<file path="config.mk">
export PLATFORM = sky130hd
export DESIGN_NAME = shb_ctrl
export DESIGN_NICKNAME = d
export VERILOG_FILES = /design/src/design/shb_pkg.sv /design/src/design/shb_ctrl.sv
export SDC_FILE = /design/constraint.sdc
export NUM_CORES = 1
export LEC_CHECK = 0
export ABC_CLOCK_PERIOD_IN_PS = 1850
export BUFFER_PORTS_ARGS = -buffer_cell sky130_fd_sc_hd__buf_2
export CAP_MARGIN = 20
export CORE_AREA = 2 2 39 41
export DETAILED_ROUTE_END_ITERATION = 6
export DIE_AREA = 0 0 41 43
export SYNTH_ARGS = -nofsm -noshare
export SYNTH_HDL_FRONTEND = slang
export SYNTH_SLANG_ARGS = --single-unit
export TNS_END_PERCENT = 1
</file>
<file path="constraint.sdc">
create_clock -name clock -period 1.85 [get_ports clock]
set_clock_uncertainty 0.15 [all_clocks]
set_input_delay 0.4625 -clock clock [delete_from_list [all_inputs] [get_ports clock]]
set_output_delay 0.4625 -clock clock [all_outputs]
set_load 0.02 [all_outputs]
</file>
<file path="src/design/shb_pkg.sv">
// shared types and constants of the string hash bank
`default_nettype none
package shb_pkg;

   localparam int unsigned HASH_W       = 32;
   localparam int unsigned BYTE_W       = 8;
   localparam int unsigned INDEX_W      = 4;
   localparam int unsigned COUNT_W      = 11;
   localparam int unsigned PART_W       = 10;

   // remainder unit: bits of the dividend consumed per cycle
   localparam int unsigned BITS_PER_STEP = 4;
   localparam int unsigned DIV_STEPS     = HASH_W / BITS_PER_STEP;
   localparam int unsigned STEP_CNT_W    = $clog2(DIV_STEPS);

   localparam logic [COUNT_W-1:0] COUNT_MAX   = 11'd1024;
   localparam logic [COUNT_W-1:0] COUNT_RESET = 11'd1;

   localparam logic [HASH_W-1:0] RS_MULT_INIT = 32'd63689;
   localparam logic [HASH_W-1:0] RS_MULT_STEP = 32'd378551;
   localparam logic [HASH_W-1:0] JS_INIT      = 32'd1315423911;
   localparam logic [HASH_W-1:0] DJB_INIT     = 32'd5381;
   localparam logic [HASH_W-1:0] FNV_MULT     = 32'h811C9DC5;
   localparam logic [HASH_W-1:0] AP_INIT      = 32'hAAAAAAAA;
   localparam logic [HASH_W-1:0] TOP_NIBBLE   = 32'hF0000000;

   // hash selection codes
   localparam logic [INDEX_W-1:0] IDX_RS   = 4'd0;
   localparam logic [INDEX_W-1:0] IDX_JS   = 4'd1;
   localparam logic [INDEX_W-1:0] IDX_PJW  = 4'd2;
   localparam logic [INDEX_W-1:0] IDX_ELF  = 4'd3;
   localparam logic [INDEX_W-1:0] IDX_BKDR = 4'd4;
   localparam logic [INDEX_W-1:0] IDX_SDBM = 4'd5;
   localparam logic [INDEX_W-1:0] IDX_DJB  = 4'd6;
   localparam logic [INDEX_W-1:0] IDX_DEK  = 4'd7;
   localparam logic [INDEX_W-1:0] IDX_BP   = 4'd8;
   localparam logic [INDEX_W-1:0] IDX_FNV  = 4'd9;
   localparam logic [INDEX_W-1:0] IDX_AP   = 4'd10;

   typedef struct packed {
      logic [HASH_W-1:0] rs;
      logic [HASH_W-1:0] rs_mult;
      logic [HASH_W-1:0] js;
      logic [HASH_W-1:0] pjw;
      logic [HASH_W-1:0] elf;
      logic [HASH_W-1:0] bkdr;
      logic [HASH_W-1:0] sdbm;
      logic [HASH_W-1:0] djb;
      logic [HASH_W-1:0] dek;
      logic [HASH_W-1:0] bp;
      logic [HASH_W-1:0] fnv;
      logic [HASH_W-1:0] ap;
      logic              parity;
   } hashes_type;

   localparam hashes_type HASH_INIT = '{
      rs:      '0,
      rs_mult: RS_MULT_INIT,
      js:      JS_INIT,
      pjw:     '0,
      elf:     '0,
      bkdr:    '0,
      sdbm:    '0,
      djb:     DJB_INIT,
      dek:     '0,
      bp:      '0,
      fnv:     '0,
      ap:      AP_INIT,
      parity:  1'b0
   };

   // controller to datapath
   typedef struct packed {
      logic fold;   // item accepted: update the hashes
      logic load;   // start the remainder unit
      logic step;   // one remainder step
      logic emit;   // load the result register
   } cmd_type;

   // datapath to controller
   typedef struct packed {
      logic term_item;   // presented item ends a key
   } status_type;

endpackage
`default_nettype wire

</file>
<file path="src/design/shb_ctrl.sv">
// controller of the string hash bank: accept, remainder steps, result hand-off
`default_nettype none
module shb_ctrl (
   input  wire logic                 clock,
   input  wire logic                 reset,
   input  wire logic                 req_valid,
   output logic                      req_ready,
   output logic                      rsp_valid,
   input  wire logic                 rsp_ready,
   input  wire shb_pkg::status_type  status,
   output shb_pkg::cmd_type          cmd
);

   localparam logic [1:0] ST_ACCEPT = 2'd0;
   localparam logic [1:0] ST_LOAD   = 2'd1;
   localparam logic [1:0] ST_DIV    = 2'd2;
   localparam logic [1:0] ST_DONE   = 2'd3;

   localparam logic [shb_pkg::STEP_CNT_W-1:0] LAST_STEP =
      shb_pkg::STEP_CNT_W'(shb_pkg::DIV_STEPS - 1);

   logic [1:0]                        state_ff, state_in;
   logic [shb_pkg::STEP_CNT_W-1:0]    step_cnt_ff, step_cnt_in;
   logic                              rsp_valid_ff, rsp_valid_in;
   logic                              fire;
   logic                              out_free;

   assign req_ready = (state_ff == ST_ACCEPT);
   assign fire      = req_valid & req_ready;
   assign out_free  = ~rsp_valid_ff | rsp_ready;
   assign rsp_valid = rsp_valid_ff;

   always_comb begin
      state_in    = state_ff;
      step_cnt_in = step_cnt_ff;
      cmd         = '0;
      cmd.fold    = fire;
      unique case (state_ff)
         ST_ACCEPT: begin
            if (fire && status.term_item) begin
               state_in = ST_LOAD;
            end
         end
         ST_LOAD: begin
            cmd.load    = 1'b1;
            step_cnt_in = '0;
            state_in    = ST_DIV;
         end
         ST_DIV: begin
            cmd.step    = 1'b1;
            step_cnt_in = step_cnt_ff + 1'b1;
            if (step_cnt_ff == LAST_STEP) begin
               state_in = ST_DONE;
            end
         end
         ST_DONE: begin
            if (out_free) begin
               cmd.emit = 1'b1;
               state_in = ST_ACCEPT;
            end
         end
         default: state_in = ST_ACCEPT;
      endcase
   end

   always_comb begin
      priority if (cmd.emit) begin
         rsp_valid_in = 1'b1;
      end else if (rsp_ready) begin
         rsp_valid_in = 1'b0;
      end else begin
         rsp_valid_in = rsp_valid_ff;
      end
   end

   always_ff @(posedge clock) begin
      if (reset) begin
         state_ff     <= ST_ACCEPT;
         step_cnt_ff  <= '0;
         rsp_valid_ff <= 1'b0;
      end else begin
         state_ff     <= state_in;
         step_cnt_ff  <= step_cnt_in;
         rsp_valid_ff <= rsp_valid_in;
      end
   end

endmodule
`default_nettype wire

</file>
==> flow_metrics.py <==
metrics = {
    "synth": {
        "synth_area_leaders": "dfxtp_1 (31%), ha_1 (19%), a21oi_1 (5.2%), a21boi_4 (4.8%), nand2b_1 (4.8%)",
        "ys_ff_latch": 6,
        "synth_top_cell_area_share": 0.310,
        "yosys.area.top_type": "dfxtp_1",
        "synth_fp_nets": 50,
        "yosysUniqueCellTypes": 19,
        "ys_seq_area_frac": 0.310,
        "synth.yosys.warnings": 0,
        "synth_area_per_cell_um2": 9.95,
        "synth_common_cells": "dfxtp_1 (6), ha_1 (6), a21oi_1 (4), inv_1 (4), nand2b_1 (3)",
        "syn_inst": 39,
        "syn-cell-area_um2": 388,
        "synth_edf_count": 0,
        "synthArstFlopShare": 0,
        "synthFlopType": "dfxtp_1",
    },
    "grt": {
        "top_usage_layer": "met2",
        "grtUsageMet2": 0.131,
        "grtUsageMet3": 0.0628,
        "met1_usage": 0.114,
        "antenna_found_initial": 0,
        "grt_max_degree": 8,
        "grt_pass1_vias": 276,
        "grt_overflow": 0,
        "grt_pass1_wl_mm": 1.08,
        "grt_usage": 0.0988,
    },
    "worst_setup_path": {
        "startpoint_type": "flop",
        "worstPathArrival_ns": 1.16,
        "ff2ff_path_depth": 5,
        "crit_fanout": 4,
        "cp-end-kind": "primary output",
        "crit_type": "reg2out",
        "rr_endpoint": "state_ff[1]$_SDFFE_PP0P_",
        "required_ns": 1.24,
        "reg2reg_from": "state_ff[0]$_SDFFE_PP0P_",
        "reg2reg_slack_ns": 0.42,
    },
    "hold_path": {
        "min_from": "reset",
        "hold_depth": 2,
        "hold_class": "in2reg",
        "whs_endpoint": "step_cnt_ff[0]$_SDFFE_PP0P_",
    },
    "floorplanning": {
        "dieWidth_um": 41,
        "core_area_mm2": 0.00138,
        "fp.dieH_um": 43,
        "ios": 11,
        "start_util": 0.280,
        "dieArea_mm2": 0.00176,
        "rows": 14,
    },
    "place": {
        "gp_congestion": 0.678,
        "dp_slack_ns": 0.275,
        "dp.final_hpwl_um": 508,
        "post_dp_cell_area_um2": 443,
        "portBuffers": 10,
    },
    "power_and_ir_drop": {
        "power.share.clock": 0.204,
        "power_uw": 609,
        "peakVddDrop_v": 0.000464,
        "combPwrFrac": 0.515,
        "p_sw_frac": 0.389,
        "p_int_uw": 372,
        "leakage_uw": 0.000221,
        "powerDensity_mw_per_mm2": 1290,
        "seqPwrFrac": 0.281,
        "power_switching_uw": 237,
    },
    "clock_network": {
        "cts.sinks": 6,
        "clock_latency_ns": 0.25,
        "cts_buffers": 3,
        "postCtsHoldBufs": 0,
        "post_cts_buffers": 0,
        "cts_root_buf": "clkbuf_4",
        "htree_num_levels": 1,
        "clock_path_buffers": 2,
        "path_clk_slew_ns": 0.05,
        "tritoncts": "yes",
    },
    "routing": {
        "viasPerCell": 4.71,
        "routed_wl_um": 704,
        "num_vias": 311,
        "post_drt_wl_per_cell_um": 10.7,
        "drt_pass1_iterations": 2,
        "ant_nets": 0,
        "drc": 0,
        "drt-initial-drc-count": 4,
    },
    "layout": {
        "area_delta_synth_final_pct": 21.9,
        "final_area_um2": 473,
        "n_antenna_cell": 0,
        "drive_gt1_frac": 0.420,
        "final_nets": 63,
    },
    "sta": {
        "rsz0062_at_grt": "true",
        "fin_crit_ns": 1.78,
        "worstMarginPinSlew_ns": 0.237,
        "fin_ws_ns": 0.0742,
        "drv_slew": 0,
        "timing.slew.headroom": 0.839,
        "clock.fmax_mhz": 563,
        "setup_violations": 0,
        "hold_viol": 0,
        "period_share": 0.960,
    },
    "run_status": {
        "status": "complete, no violations",
    },
    "job": {
        "drv_cap": 0,
    },
}
cell type report:
type / count / area, um2
multi-input cells: 27 / 243
fillers: 147 / 911
flip-flops and latches: 6 / 123
inverters: 4 / 15.0
clock buffers: 3 / 22.5
repair buffers: 10 / 50.0
well taps: 16 / 20.0
registers in the layout (all words and copies together) (netlist names):
name         cells
rsp_valid        1
step_cnt_ff      3
state_ff         2
layout by cell type, fill, tap and decap left out:
cell type / instances
buf_2: 10
inv_1: 4
a21oi_1: 4
ha_1: 4
dfxtp_1: 4
nand2b_1: 3
clkbuf_4: 3
nand3_1: 2
ha_2: 2
dfxtp_2: 2
a21boi_0: 1
and2_1: 1
and3b_4: 1
a21boi_4: 1
nor2b_4: 1
o31ai_2: 1
o311a_1: 1
nand3b_1: 1
nor2_1: 1
nand2_1: 1
o311ai_1: 1
o41ai_1: 1
metal layers:
metal	share of wire	up-vias	wire length, um
li1	-	159	-
met1	0.50	137	352
met2	0.40	13	284
met3	0.080	2	56
met4	0.014	0	10
met5	0	-	0
per-stage QoR:
step                utilization  hold WS [ns]  TNS [ns]  instances
floorplan                     -         0.293         0         39
global placement          0.320         0.309         0         63
detailed placement        0.320         0.314         0         63
CTS                       0.336         0.291         0         66
global route              0.342         0.306   -0.0174         66
finish                    0.342         0.291         0         66
how the worst max path moves through the flow:
| stage | cells past startpoint | slack [ns] | start | to |
|---|---|---|---|---|
| 2_1_floorplan | 4 | 0.22 | state_ff[0]$_SDFFE_PP0P_ | cmd[3] |
| 3_3_place_gp | 4 | 0.31 | state_ff[1]$_SDFFE_PP0P_ | cmd[3] |
| 3_5_place_dp | 4 | 0.28 | state_ff[1]$_SDFFE_PP0P_ | cmd[3] |
| 4_1_cts | 4 | 0.004 | state_ff[1]$_SDFFE_PP0P_ | cmd[3] |
| 5_1_grt | 4 | -0.02 | state_ff[0]$_SDFFE_PP0P_ | cmd[3] |
| 6_report | 4 | 0.07 | state_ff[0]$_SDFFE_PP0P_ | cmd[3] |
timing repair:
item,in CTS,in global routing
resized for setup,0,4
endpoints found under the hold margin,0,0
setup endpoints to repair,0,2
kinds of logic after synthesis:
group | synth area share
AO/OA/AOI/OAI | 0.223
adder cells (fa/ha/maj) | 0.194
flip-flops | 0.310
AND/OR/NAND/NOR | 0.197
buffers and inverters | 0.0774
critical path, cell delays in order (launching register included):
cell,delay [ns]
dfxtp_2,0.32
inv_1,0.11
ha_2,0.22
and2_1,0.12
buf_2,0.15
power groups by stage:
stage	sequential, uW	combinational [uW]	clock (uW)
floorplan	168	249	0
global placement	170	301	0
detailed placement	170	304	0
CTS	168	304	128
global route	174	352	140
finish	171	313	124
(Power assumes the default switching activity.)
